--- src/sv/pcc_pkg.sv ---
`timescale 1ns / 1ps
// shared constants, codes and types of the path canonicalize check block
package pcc_pkg;

   localparam int PATH_LEN    = 63;
   localparam int PTR_W       = 6;
   localparam int LEVEL_MAX   = 63;
   localparam int QUEUE_DEPTH = 4;
   localparam int QPTR_W      = 2;

   localparam logic [7:0] CH_SLASH = 8'h2F;
   localparam logic [7:0] CH_DOT   = 8'h2E;
   localparam logic [7:0] CH_NUL   = 8'h00;

   localparam logic [1:0] ST_OK     = 2'd0;
   localparam logic [1:0] ST_REJECT = 2'd1;
   localparam logic [1:0] ST_LONG   = 2'd2;

   typedef enum logic [1:0] {
      OP_KEEP,
      OP_DROP,
      OP_REJECT,
      OP_END
   } op_kind_type;

   typedef struct packed {
      op_kind_type kind;
      logic [7:0]  data;
      logic        inc;
   } op_type;

   typedef struct packed {
      logic   valid;
      op_type op;
   } op_chan_type;

endpackage

--- src/sv/pcc_queue.sv ---
`timescale 1ns / 1ps
// small operation queue between the classifier and the executor
module pcc_queue (
   input  logic                clock,
   input  logic                reset,
   input  pcc_pkg::op_chan_type push,
   output logic                push_ready,
   output pcc_pkg::op_chan_type pop,
   input  logic                pop_ready
);

   pcc_pkg::op_type                entry_ff [pcc_pkg::QUEUE_DEPTH];
   logic [pcc_pkg::QPTR_W-1:0]     wr_ptr_ff, wr_ptr_in;
   logic [pcc_pkg::QPTR_W-1:0]     rd_ptr_ff, rd_ptr_in;
   logic [pcc_pkg::QPTR_W:0]       count_ff, count_in;
   logic                           do_push, do_pop;

   assign push_ready = count_ff != (pcc_pkg::QPTR_W+1)'(pcc_pkg::QUEUE_DEPTH);
   assign pop.valid  = count_ff != '0;
   assign pop.op     = entry_ff[rd_ptr_ff];
   assign do_push    = push.valid && push_ready;
   assign do_pop     = pop.valid && pop_ready;

   always_comb begin
      wr_ptr_in = do_push ? wr_ptr_ff + pcc_pkg::QPTR_W'(1) : wr_ptr_ff;
      rd_ptr_in = do_pop ? rd_ptr_ff + pcc_pkg::QPTR_W'(1) : rd_ptr_ff;
      count_in  = count_ff;
      if (do_push && !do_pop) begin
         count_in = count_ff + (pcc_pkg::QPTR_W+1)'(1);
      end else if (do_pop && !do_push) begin
         count_in = count_ff - (pcc_pkg::QPTR_W+1)'(1);
      end
   end

   always_ff @(posedge clock) begin
      if (reset) begin
         wr_ptr_ff <= '0;
         rd_ptr_ff <= '0;
         count_ff  <= '0;
      end else begin
         wr_ptr_ff <= wr_ptr_in;
         rd_ptr_ff <= rd_ptr_in;
         count_ff  <= count_in;
      end
   end

   always_ff @(posedge clock) begin
      if (do_push) begin
         entry_ff[wr_ptr_ff] <= push.op;
      end
   end

endmodule

--- src/sv/pcc_front.sv ---
`timescale 1ns / 1ps
// request intake and lookahead classifier that issues store operations
module pcc_front (
   input  logic                 clock,
   input  logic                 reset,
   input  logic                 req_tvalid,
   output logic                 req_tready,
   input  logic [7:0]           req_tdata,   // path_byte
   output pcc_pkg::op_chan_type push,
   input  logic                 push_ready
);

   typedef enum logic [1:0] {
      F_IDLE,
      F_RUN,
      F_SKIP,
      F_END
   } state_type;

   state_type  state_ff, state_in;
   logic [7:0] wb_ff [4];
   logic [7:0] wb_in [4];
   logic [2:0] cnt_ff, cnt_in;
   logic       zero_ff, zero_in;

   always_comb begin
      state_in   = state_ff;
      wb_in      = wb_ff;
      cnt_in     = cnt_ff;
      zero_in    = zero_ff;
      req_tready = 1'b0;
      push       = '0;
      unique case (state_ff)
         F_IDLE: begin
            req_tready = 1'b1;
            if (req_tvalid) begin
               wb_in[cnt_ff[1:0]] = req_tdata;
               cnt_in             = cnt_ff + 3'd1;
               zero_in            = req_tdata == pcc_pkg::CH_NUL;
               state_in           = F_RUN;
            end
         end
         F_RUN: begin
            if (cnt_ff == 3'd0) begin
               state_in = F_IDLE;
            end else if (wb_ff[0] != pcc_pkg::CH_SLASH) begin
               push.valid = 1'b1;
               if (wb_ff[0] == pcc_pkg::CH_NUL) begin
                  push.op.kind = pcc_pkg::OP_END;
                  if (push_ready) begin
                     cnt_in   = 3'd0;
                     state_in = F_IDLE;
                  end
               end else begin
                  push.op.kind = pcc_pkg::OP_KEEP;
                  push.op.data = wb_ff[0];
                  if (push_ready) begin
                     for (int i = 0; i < 3; i++) begin
                        wb_in[i] = wb_ff[i+1];
                     end
                     cnt_in = cnt_ff - 3'd1;
                  end
               end
            end else if (cnt_ff < 3'd2) begin
               state_in = F_IDLE;
            end else if (wb_ff[1] == pcc_pkg::CH_SLASH
                         || (wb_ff[1] == pcc_pkg::CH_DOT && cnt_ff >= 3'd3
                             && wb_ff[2] == pcc_pkg::CH_SLASH)) begin
               // doubled slash or slash-dot-slash
               push.valid   = 1'b1;
               push.op.kind = pcc_pkg::OP_REJECT;
               if (push_ready) begin
                  cnt_in   = 3'd0;
                  state_in = zero_ff ? F_END : F_SKIP;
               end
            end else if (wb_ff[1] == pcc_pkg::CH_DOT && cnt_ff < 3'd3) begin
               state_in = F_IDLE;
            end else if (wb_ff[1] == pcc_pkg::CH_DOT && wb_ff[2] == pcc_pkg::CH_DOT
                         && cnt_ff < 3'd4) begin
               state_in = F_IDLE;
            end else if (wb_ff[1] == pcc_pkg::CH_DOT && wb_ff[2] == pcc_pkg::CH_DOT
                         && wb_ff[3] == pcc_pkg::CH_SLASH) begin
               // parent step, trailing slash stays for the next decision
               push.valid   = 1'b1;
               push.op.kind = pcc_pkg::OP_DROP;
               if (push_ready) begin
                  wb_in[0] = wb_ff[3];
                  cnt_in   = cnt_ff - 3'd3;
               end
            end else begin
               push.valid   = 1'b1;
               push.op.kind = pcc_pkg::OP_KEEP;
               push.op.data = pcc_pkg::CH_SLASH;
               push.op.inc  = 1'b1;
               if (push_ready) begin
                  for (int i = 0; i < 3; i++) begin
                     wb_in[i] = wb_ff[i+1];
                  end
                  cnt_in = cnt_ff - 3'd1;
               end
            end
         end
         F_SKIP: begin
            req_tready = push_ready;
            if (req_tvalid && req_tdata == pcc_pkg::CH_NUL) begin
               push.valid   = 1'b1;
               push.op.kind = pcc_pkg::OP_END;
               if (push_ready) begin
                  state_in = F_IDLE;
               end
            end
         end
         F_END: begin
            push.valid   = 1'b1;
            push.op.kind = pcc_pkg::OP_END;
            if (push_ready) begin
               state_in = F_IDLE;
            end
         end
         default: begin
            state_in = F_IDLE;
         end
      endcase
   end

   always_ff @(posedge clock) begin
      if (reset) begin
         state_ff <= F_IDLE;
         cnt_ff   <= '0;
         zero_ff  <= 1'b0;
      end else begin
         state_ff <= state_in;
         cnt_ff   <= cnt_in;
         zero_ff  <= zero_in;
      end
      wb_ff <= wb_in;
   end

endmodule

--- src/sv/pcc_back.sv ---
`timescale 1ns / 1ps
// operation executor with path store, parent search and response emission
module pcc_back (
   input  logic                 clock,
   input  logic                 reset,
   input  pcc_pkg::op_chan_type pop,
   output logic                 pop_ready,
   output logic                 rsp_tvalid,
   input  logic                 rsp_tready,
   output logic [15:0]          rsp_tdata,   // out_byte, status, slash_count
   output logic                 rsp_tlast    // last
);

   typedef enum logic [2:0] {
      B_IDLE,
      B_DROP_RD,
      B_DROP_CHK,
      B_EMIT_RD,
      B_EMIT_WR,
      B_FINAL
   } state_type;

   state_type                  state_ff, state_in;
   logic [pcc_pkg::PTR_W-1:0]  wp_ff, wp_in;
   logic [pcc_pkg::PTR_W-1:0]  level_ff, level_in;
   logic [pcc_pkg::PTR_W-1:0]  ptr_ff, ptr_in;
   logic                       reject_ff, reject_in;
   logic                       overflow_ff, overflow_in;
   logic                       rsp_valid_ff, rsp_valid_in;
   logic [15:0]                rsp_data_ff, rsp_data_in;
   logic                       rsp_last_ff, rsp_last_in;

   logic [7:0]                 store_ff [pcc_pkg::PATH_LEN];
   logic [7:0]                 rd_data_ff;
   logic                       we, rd_en;
   logic [pcc_pkg::PTR_W-1:0]  rd_addr;

   logic                       faulted, out_free;
   logic [1:0]                 status;

   assign faulted    = reject_ff || overflow_ff;
   assign out_free   = !rsp_valid_ff || rsp_tready;
   assign status     = overflow_ff ? pcc_pkg::ST_LONG
                     : (reject_ff ? pcc_pkg::ST_REJECT : pcc_pkg::ST_OK);
   assign rsp_tvalid = rsp_valid_ff;
   assign rsp_tdata  = rsp_data_ff;
   assign rsp_tlast  = rsp_last_ff;

   always_comb begin
      state_in     = state_ff;
      wp_in        = wp_ff;
      level_in     = level_ff;
      ptr_in       = ptr_ff;
      reject_in    = reject_ff;
      overflow_in  = overflow_ff;
      rsp_valid_in = rsp_valid_ff && !rsp_tready;
      rsp_data_in  = rsp_data_ff;
      rsp_last_in  = rsp_last_ff;
      pop_ready    = 1'b0;
      we           = 1'b0;
      rd_en        = 1'b0;
      rd_addr      = ptr_ff;
      unique case (state_ff)
         B_IDLE: begin
            pop_ready = 1'b1;
            if (pop.valid) begin
               unique case (pop.op.kind)
                  pcc_pkg::OP_KEEP: begin
                     if (!faulted) begin
                        if (pop.op.inc && level_ff != pcc_pkg::PTR_W'(pcc_pkg::LEVEL_MAX)) begin
                           level_in = level_ff + pcc_pkg::PTR_W'(1);
                        end
                        if (wp_ff == pcc_pkg::PTR_W'(pcc_pkg::PATH_LEN)) begin
                           overflow_in = 1'b1;
                        end else begin
                           we    = 1'b1;
                           wp_in = wp_ff + pcc_pkg::PTR_W'(1);
                        end
                     end
                  end
                  pcc_pkg::OP_DROP: begin
                     if (!faulted) begin
                        ptr_in   = wp_ff;
                        state_in = B_DROP_RD;
                     end
                  end
                  pcc_pkg::OP_REJECT: begin
                     if (!faulted) begin
                        reject_in = 1'b1;
                     end
                  end
                  pcc_pkg::OP_END: begin
                     if (!faulted && wp_ff != '0) begin
                        ptr_in   = '0;
                        state_in = B_EMIT_RD;
                     end else begin
                        state_in = B_FINAL;
                     end
                  end
               endcase
            end
         end
         B_DROP_RD: begin
            // walk back toward the nearest kept slash
            if (ptr_ff == '0) begin
               reject_in = 1'b1;
               state_in  = B_IDLE;
            end else begin
               rd_en    = 1'b1;
               rd_addr  = ptr_ff - pcc_pkg::PTR_W'(1);
               ptr_in   = ptr_ff - pcc_pkg::PTR_W'(1);
               state_in = B_DROP_CHK;
            end
         end
         B_DROP_CHK: begin
            if (rd_data_ff == pcc_pkg::CH_SLASH) begin
               wp_in    = ptr_ff;
               state_in = B_IDLE;
            end else begin
               state_in = B_DROP_RD;
            end
         end
         B_EMIT_RD: begin
            rd_en    = 1'b1;
            state_in = B_EMIT_WR;
         end
         B_EMIT_WR: begin
            if (out_free) begin
               rsp_valid_in = 1'b1;
               rsp_data_in  = {6'd0, pcc_pkg::ST_OK, rd_data_ff};
               rsp_last_in  = 1'b0;
               ptr_in       = ptr_ff + pcc_pkg::PTR_W'(1);
               state_in     = (ptr_ff + pcc_pkg::PTR_W'(1) == wp_ff) ? B_FINAL : B_EMIT_RD;
            end
         end
         B_FINAL: begin
            if (out_free) begin
               rsp_valid_in = 1'b1;
               rsp_data_in  = {(status == pcc_pkg::ST_OK) ? level_ff : 6'd0, status,
                               pcc_pkg::CH_NUL};
               rsp_last_in  = 1'b1;
               wp_in        = '0;
               level_in     = '0;
               reject_in    = 1'b0;
               overflow_in  = 1'b0;
               state_in     = B_IDLE;
            end
         end
         default: begin
            state_in = B_IDLE;
         end
      endcase
   end

   always_ff @(posedge clock) begin
      if (reset) begin
         state_ff     <= B_IDLE;
         wp_ff        <= '0;
         level_ff     <= '0;
         ptr_ff       <= '0;
         reject_ff    <= 1'b0;
         overflow_ff  <= 1'b0;
         rsp_valid_ff <= 1'b0;
         rsp_last_ff  <= 1'b0;
      end else begin
         state_ff     <= state_in;
         wp_ff        <= wp_in;
         level_ff     <= level_in;
         ptr_ff       <= ptr_in;
         reject_ff    <= reject_in;
         overflow_ff  <= overflow_in;
         rsp_valid_ff <= rsp_valid_in;
         rsp_last_ff  <= rsp_last_in;
      end
      rsp_data_ff <= rsp_data_in;
   end

   // path store
   always_ff @(posedge clock) begin
      if (we) begin
         store_ff[wp_ff] <= pop.op.data;
      end
      if (rd_en) begin
         rd_data_ff <= store_ff[rd_addr];
      end
   end

endmodule

--- src/sv/path_canonicalize_check_core.sv ---
`timescale 1ns / 1ps
// path canonicalize check top level: classifier, operation queue and executor
// flow: a decided byte passes the lookahead buffer and the operation queue to the path
//    store; a parent step searches the store back one entry per read and check pair;
//    after the terminator each kept byte is read and emitted, then one final response
// intake: the front accepts a request byte, makes each decision, then returns to idle;
//    a parent search or the emission stalls intake once the 4-entry queue fills
// reset: synchronous active high, clears all control state; no clearing pass
module path_canonicalize_check_core (
   input  logic        clock,
   input  logic        reset,
   input  logic        req_tvalid,
   output logic        req_tready,
   input  logic [7:0]  req_tdata,   // path_byte
   output logic        rsp_tvalid,
   input  logic        rsp_tready,
   output logic [15:0] rsp_tdata,   // out_byte, status, slash_count
   output logic        rsp_tlast    // last
);

   pcc_pkg::op_chan_type q_push, q_pop;
   logic                 q_push_ready, q_pop_ready;

   pcc_front u_front (
      .clock      (clock),
      .reset      (reset),
      .req_tvalid (req_tvalid),
      .req_tready (req_tready),
      .req_tdata  (req_tdata),
      .push       (q_push),
      .push_ready (q_push_ready)
   );

   pcc_queue u_queue (
      .clock      (clock),
      .reset      (reset),
      .push       (q_push),
      .push_ready (q_push_ready),
      .pop        (q_pop),
      .pop_ready  (q_pop_ready)
   );

   pcc_back u_back (
      .clock      (clock),
      .reset      (reset),
      .pop        (q_pop),
      .pop_ready  (q_pop_ready),
      .rsp_tvalid (rsp_tvalid),
      .rsp_tready (rsp_tready),
      .rsp_tdata  (rsp_tdata),
      .rsp_tlast  (rsp_tlast)
   );

   a_final_byte_zero: assert property (@(posedge clock) disable iff (reset)
      rsp_tvalid && rsp_tlast |-> rsp_tdata[7:0] == pcc_pkg::CH_NUL)
      else $error("final response carries a nonzero byte");

   a_byte_no_status: assert property (@(posedge clock) disable iff (reset)
      rsp_tvalid && !rsp_tlast |-> rsp_tdata[15:8] == 8'd0)
      else $error("byte response carries status or count");

   a_fault_no_count: assert property (@(posedge clock) disable iff (reset)
      rsp_tvalid && rsp_tlast && rsp_tdata[9:8] != pcc_pkg::ST_OK
      |-> rsp_tdata[15:10] == 6'd0)
      else $error("faulted path reports a slash count");

   a_status_code: assert property (@(posedge clock) disable iff (reset)
      rsp_tvalid |-> rsp_tdata[9:8] != 2'b11)
      else $error("undefined status code");

endmodule

--- config.mk ---
export PLATFORM = sky130hd
export DESIGN_NAME = path_canonicalize_check_core
export DESIGN_NICKNAME = d
export VERILOG_FILES = /design/src/sv/pcc_pkg.sv /design/src/sv/pcc_queue.sv /design/src/sv/pcc_front.sv /design/src/sv/pcc_back.sv /design/src/sv/path_canonicalize_check_core.sv
export SDC_FILE = /design/constraint.sdc
export NUM_CORES = 1
export LEC_CHECK = 0
export ABC_AREA = 1
export BUFFER_PORTS_ARGS = -buffer_cell sky130_fd_sc_hd__clkbuf_2
export CORE_UTILIZATION = 45
export DETAILED_ROUTE_END_ITERATION = 16
export GPL_ROUTABILITY_DRIVEN = 0
export HOLD_SLACK_MARGIN = 0.02
export SLEW_MARGIN = 20
export SYNTH_ARGS = -nofsm -noshare
export SYNTH_HDL_FRONTEND = slang
export SYNTH_SLANG_ARGS = --single-unit
--- constraint.sdc ---
create_clock -name clock -period 4.6 [get_ports clock]
set_clock_uncertainty 0.05 [all_clocks]
set_input_delay 0.92 -clock clock [delete_from_list [all_inputs] [get_ports clock]]
set_output_delay 0.92 -clock clock [all_outputs]
set_load 0.1 [all_outputs]
==> impl_metrics.yaml, run 1 <==
outcome:
  status: "finished clean"
finish:
  drive_gt1_frac: 0.0706
  area_delta_synth_final_pct: 11.0
  fin_area_um2: 33000
  n_fill_cell: 5840
  final_nets: 3079
  antenna_cells: 0
critical_path:
  timing.rr.end: "u_back.rd_data_ff[3]$_DFFE_PP_"
  crit_path_top_delay_cell: "clkinv_1"
  r2r_cells: 12
  endpoint_kind: "flop"
  path_max_fanout: 33
  worstSetupStartpointType: "flop"
  r2r-start: "u_back.ptr_ff[0]$_SDFFE_PP0P_"
  worstSetupPathType: "flop to flop"
  required_ps: 4930
  r2r_setup_slack_ps: 630
  critPathMaxStageDelay_ps: 970
  worstPathArrival_ps: 4300
  cpMostUsedCell: "nand3_1"
  path_cells: "inv_2 > ha_1 > nand3_2 > nand2_1 > nor3_2 > a21oi_2 > buf_4 > clkinv_1 > nand3_1 > nand3_1 > nand3_1 > nand2_1"
hold_path:
  hold_path_depth: 2
  min_from: "u_queue.rd_ptr_ff[1]$_SDFFE_PP0P_"
  hold_path_end: "u_queue.rd_ptr_ff[1]$_SDFFE_PP0P_"
  holdCritPathClass: "flop to flop"
clock_tree:
  clk_pin_slew_ps: 60
  cts_buffer_depth: 3
  clk_latency_ps: 610
  cts_tree: "yes"
  postCtsSetupBuffers: 0
  cts-buffers-inserted: 71
  cts_root_buffer: "clkbuf_16"
  cts_resized: 0
  ctsHoldBuffers: 0
  clkSinkCount: 644
  htreeDepth: 3
yosys:
  synthTopCellsByArea: "edfxtp_1, nand3_1, inv_1"
  ys_async_sr_fraction: 0
  yosysWarnings: 0
  synth-edff-count: 604
  synth_ff_type: "edfxtp_1"
  synth_nets: 3070
  netlist_area_um2: 29700
  yosysUniqueCellTypes: 49
  synth_top_area_frac: 0.610
  synth_top_area_cell: "edfxtp_1"
  ys_seq_area_frac: 0.637
  ys_ff_latch: 644
  syn_inst: 3039
  synth_common_cells: "nand3_1, edfxtp_1, inv_1"
  syn_avg_cell_area_um2: 9.79
  synth_most_common_cell: "nand3_1"
timing:
  tightest_slew_ps: 1070
  maxSlewViolCount: 0
  rsz0062_at_grt: "no"
  period_minus_slack_ps: 3970
  max_slew_margin: 0.284
  setup_ws_ps: 630
  setup_viol: 0
  fmax_mhz: 252
  hold_violations: 0
  hold_ws_ps: 417
  finalCritPeriodShare: 0.863
  tns_ps: 0
detailed_routing:
  wirelength_mm: 79.6
  firstDrtPassIters: 7
  ant_nets: 0
  vias: 21500
  drc: 0
  first_iter_violations: 2483
  wire_per_inst_um: 20.1
  viasPerCell: 5.43
die:
  start_util: 0.458
  row_count: 93
  chipWidth_um: 259
  num_io_pins: 31
  coreArea_um2: 64900
  die_h_um: 259
  die_area_um2: 67100
power:
  ir_drop_uv: 397
  power_leakage_nw: 13.6
  power_density_nw_per_um2: 683
global_routing:
  grt_pass1_vias: 20700
  antenna_found_initial: 0
  overflow: 0
  grt_pass1_wl_mm: 122
  grt_start_max_net_pins: 112
  grt_usage: 0.239
run:
  maxCapViolCount: 0
place:
  dp_slack_ps: 950
  dpl.hpwl_mm: 49.6
  io_buffers: 30
  place_area_um2: 30800
-- worst max path at each step --
| stage | start | end | slack (ps) |
|---|---|---|---|
| 6_report | u_back.ptr_ff[0]$_SDFFE_PP0P_ | u_back.rd_data_ff[3]$_DFFE_PP_ | 630 |
| 5_1_grt | u_back.ptr_ff[0]$_SDFFE_PP0P_ | u_back.rd_data_ff[3]$_DFFE_PP_ | 490 |
| 4_1_cts | u_back.ptr_ff[0]$_SDFFE_PP0P_ | u_back.rd_data_ff[3]$_DFFE_PP_ | 950 |
| 3_5_place_dp | u_back.ptr_ff[0]$_SDFFE_PP0P_ | u_back.rd_data_ff[3]$_DFFE_PP_ | 950 |
| 3_3_place_gp | req_tdata[6] | u_queue.count_ff[2]$_SDFFE_PP0P_ | 1030 |
| 2_1_floorplan | flop | u_back.store_ff[0][0]$_DFFE_PP_ | 1320 |
-- state kept, by name (all words and copies together), names as in the netlist, 2 cells and up, named ones only --
register / cells
u_back.state_ff: 3
u_front.cnt_ff: 3
u_back.store_ff: 504
u_queue.entry_ff: 44
u_queue.count_ff: 3
u_back.rsp_tdata: 16
u_back.level_ff: 6
u_back.wp_ff: 6
u_front.state_ff: 2
u_back.rd_data_ff: 8
u_back.ptr_ff: 6
u_queue.rd_ptr_ff: 2
u_front.wb_ff: 32
u_queue.wr_ptr_ff: 2
-- layout make-up --
class                           instances  area [um2]  share of cell area
Clock buffer                           88        1880              0.0571
Clock inverter                         39         360              0.0109
Inverter                              617        2320              0.0703
Multi-Input combinational cell       1642        7900               0.239
Sequential cell                       644       18900               0.574
Tap cell                              855        1070              0.0324
Timing Repair Buffer                   72         536              0.0162
-- power by group --
| group | switching (mW) | internal (mW) |
|---|---|---|
| clock | 2.35 | 3.21 |
| sequential | 0.319 | 7.94 |
| combinational | 6.59 | 2.13 |
-- layout by cell type (no fill, tap or decap), types with 4 or more instances in the layout --
master,synthesis,layout
nand3_1,605,605
edfxtp_1,604,604
inv_1,604,603
nand2_1,587,586
nor2_1,184,184
clkbuf_16,0,73
o21ai_0,70,69
a21oi_1,45,45
dfxtp_1,40,40
buf_4,24,37
clkbuf_2,0,30
clkinv_1,2,19
ha_1,18,18
clkbuf_1,22,15
nor3_1,16,14
nand4_1,14,14
o32ai_1,13,13
inv_2,11,10
clkinv_2,0,10
o211ai_1,8,8
o21ai_1,7,8
xor2_1,8,8
o22ai_4,0,8
o22ai_1,15,7
nor3_2,3,5
bufinv_16,0,5
nand2_2,6,4
nor4_1,5,4
nor2_2,4,4
a31oi_1,4,4
buf_12,0,4
-- stage by stage --
step           power (mW)  instances  utilization
2_1_floorplan        14.0       3039            -
5_1_grt              23.6       3957        0.508
6_report             22.5       3957        0.508
4_1_cts              22.6       3957        0.508
3_5_place_dp         17.0       3830        0.474
3_3_place_gp         16.9       3829        0.473
-- worst max-delay path, delay by kind of cell, from the launching register on --
family          cells  cell delay (ps)
compound gates      1              100
fa+ha+maj           1              280
buf+inv             3             1570
flops               1              410
simple gates        7             1300
-- cells by family after synthesis --
| family | after synthesis | share of synthesized area |
|---|---|---|
| buffers and inverters | 753 | 0.103 |
| flip-flops | 644 | 0.637 |
| AND/OR/NAND/NOR | 1439 | 0.215 |
| adder cells (fa/ha/maj) | 19 | 0.00825 |
| AO/OA/AOI/OAI | 175 | 0.0339 |
| XOR/XNOR | 9 | 0.00265 |
-- routing by layer --
| metal | routed length, um | track usage | vias up |
|---|---|---|---|
| met2 | 38600 | 0.397 | 909 |
| met3 | 6050 | 0.0379 | 185 |
| met1 | 32000 | 0.313 | 10400 |
| met4 | 3050 | 0.0975 | 0 |
| met5 | 0 | 0 | - |
| li1 | - | - | 10000 |
Power figures use the tool's default switching activity.
==> run 2, diff against run 1 <==
- MAX_ROUTING_LAYER: unset -> met4
==> impl_metrics.yaml, run 2 (synthesized netlist as in run 1, its figures left out) <==
timing:
  tightest_slew_ps: 1060
  setup_viol: 0
  rsz0062_at_grt: "no"
  finalCritPeriodShare: 0.860
  fmax_mhz: 253
  maxSlewViolCount: 0
  tns_ps: 0
  max_slew_margin: 0.288
  hold_violations: 0
  setup_ws_ps: 645
  period_minus_slack_ps: 3950
finish:
  final_cell_mix: "nand3_1, edfxtp_1, inv_1, nand2_1, nor2_1"
  reg_top3: "u_back.store_ff: 504 flops, u_queue.entry_ff: 44 flops, u_front.wb_ff: 32 flops"
  final_common_cell: "nand3_1"
  antenna_cells: 0
  area_delta_synth_final_pct: 11.0
  fin_area_um2: 33000
  final_cell_count_no_fill: 3957
  regMostFlops: "u_back.store_ff"
  final_nets: 3079
  largest_reg_flops: 504
  drive_gt1_frac: 0.0706
critical_path:
  required_ps: 4930
  path_max_fanout: 33
  timing.rr.end: "u_back.rd_data_ff[3]$_DFFE_PP_"
  worstSetupStartpointType: "flop"
  cpMostUsedCell: "nand3_1"
  worstPathArrival_ps: 4290
  endpoint_kind: "flop"
  crit_path_top_delay_cell: "clkinv_1"
  setup.worst_path.end: "u_back.rd_data_ff[3]$_DFFE_PP_"
  crit_path_start: "u_back.ptr_ff[0]$_SDFFE_PP0P_"
  r2r-start: "u_back.ptr_ff[0]$_SDFFE_PP0P_"
  r2r_cells: 12
  r2r_setup_slack_ps: 650
  critPathMaxStageDelay_ps: 970
  worstSetupPathType: "flop to flop"
  path_cells: "inv_2 > ha_1 > nand3_2 > nand2_1 > nor3_2 > a21oi_2 > buf_4 > clkinv_1 > nand3_1 > nand3_1 > nand3_1 > nand2_1"
detailed_routing:
  firstDrtPassIters: 7
  wirelength_mm: 79.5
  vias: 21400
  drc: 0
  first_iter_violations: 2434
  ant_nets: 0
  viasPerCell: 5.40
  wire_per_inst_um: 20.1
clock_tree:
  cts_tree: "yes"
  clkSinkCount: 644
  cts-buffers-inserted: 71
  cts_root_buffer: "clkbuf_16"
  ctsHoldBuffers: 0
  clk_latency_ps: 610
  cts_buffer_depth: 3
  postCtsSetupBuffers: 0
  htreeDepth: 3
  clk_pin_slew_ps: 60
  cts_resized: 0
place:
  dp_slack_ps: 950
  dpl.hpwl_mm: 49.6
  place_area_um2: 30800
  io_buffers: 30
  place_inst: 3830
die:
  die_area_um2: 67100
  die_h_um: 259
  start_util: 0.458
  chipWidth_um: 259
  row_count: 93
  coreArea_um2: 64900
  num_io_pins: 31
global_routing:
  antenna_found_initial: 0
  grt_pass1_vias: 20700
  overflow: 0
  grt_pass1_wl_mm: 121
  grt_start_max_net_pins: 112
  grt_usage: 0.247
hold_path:
  hold_path_depth: 2
  min_from: "u_queue.rd_ptr_ff[1]$_SDFFE_PP0P_"
  holdCritPathClass: "flop to flop"
power:
  power_leakage_nw: 13.6
  power_density_nw_per_um2: 683
  ir_drop_uv: 395
outcome:
  status: "finished clean"
run:
  maxCapViolCount: 0
-- run 2: where the power goes --
group | leakage [nW] | internal, mW | total, mW | switching, mW
Combinational | 6.73 | 2.13 | 8.72 | 6.58
Clock | 1.09 | 3.21 | 5.57 | 2.36
Sequential | 5.80 | 7.94 | 8.25 | 0.317
Total | 13.6 | 13.3 | 22.5 | 9.26
-- run 2: cell type report --
| cell class | instances | area, um2 |
|---|---|---|
| multi-input combinational | 1642 | 7900 |
| timing repair buffer | 72 | 536 |
| clock inverter | 39 | 360 |
| fill | 5840 | 31900 |
| sequential | 644 | 18900 |
| inverter | 617 | 2320 |
| clock buffer | 88 | 1880 |
| tap | 855 | 1070 |
-- run 2: worst min-delay path by stage --
stage                                         to  slack [ps]
2_1_floorplan                               flop         390
3_3_place_gp                                flop         400
3_5_place_dp                                flop         410
4_1_cts               u_front.wb_ff[6]$_DFFE_PP_         420
5_1_grt               u_front.wb_ff[6]$_DFFE_PP_         430
6_report       u_queue.rd_ptr_ff[1]$_SDFFE_PP0P_         420
-- run 2: metrics by stage --
step / power (mW) / hold slack, ps / util
final: 22.5 / 416 / 0.508
after global routing: 23.6 / 427 / 0.508
after CTS: 22.6 / 419 / 0.508
after detailed placement: 17.0 / 409 / 0.474
after global placement: 16.9 / 402 / 0.473
after floorplan: 14.0 / 386 / -
-- run 2: routing by layer --
layer  vias to the layer above  GRT usage  wire (um)
li1                      10000          -          -
met1                     10300      0.314      32200
met2                       857      0.396      38400
met3                       174     0.0366       5740
met4                         0     0.0994       3180
met5                         -          -          0
-- run 2: worst max-delay path, delay by kind of cell, from the launching register on --
kind | cells | cell delay [ps]
compound gates | 1 | 100
simple gates | 7 | 1290
buf+inv | 3 | 1570
flops | 1 | 410
fa+ha+maj | 1 | 280
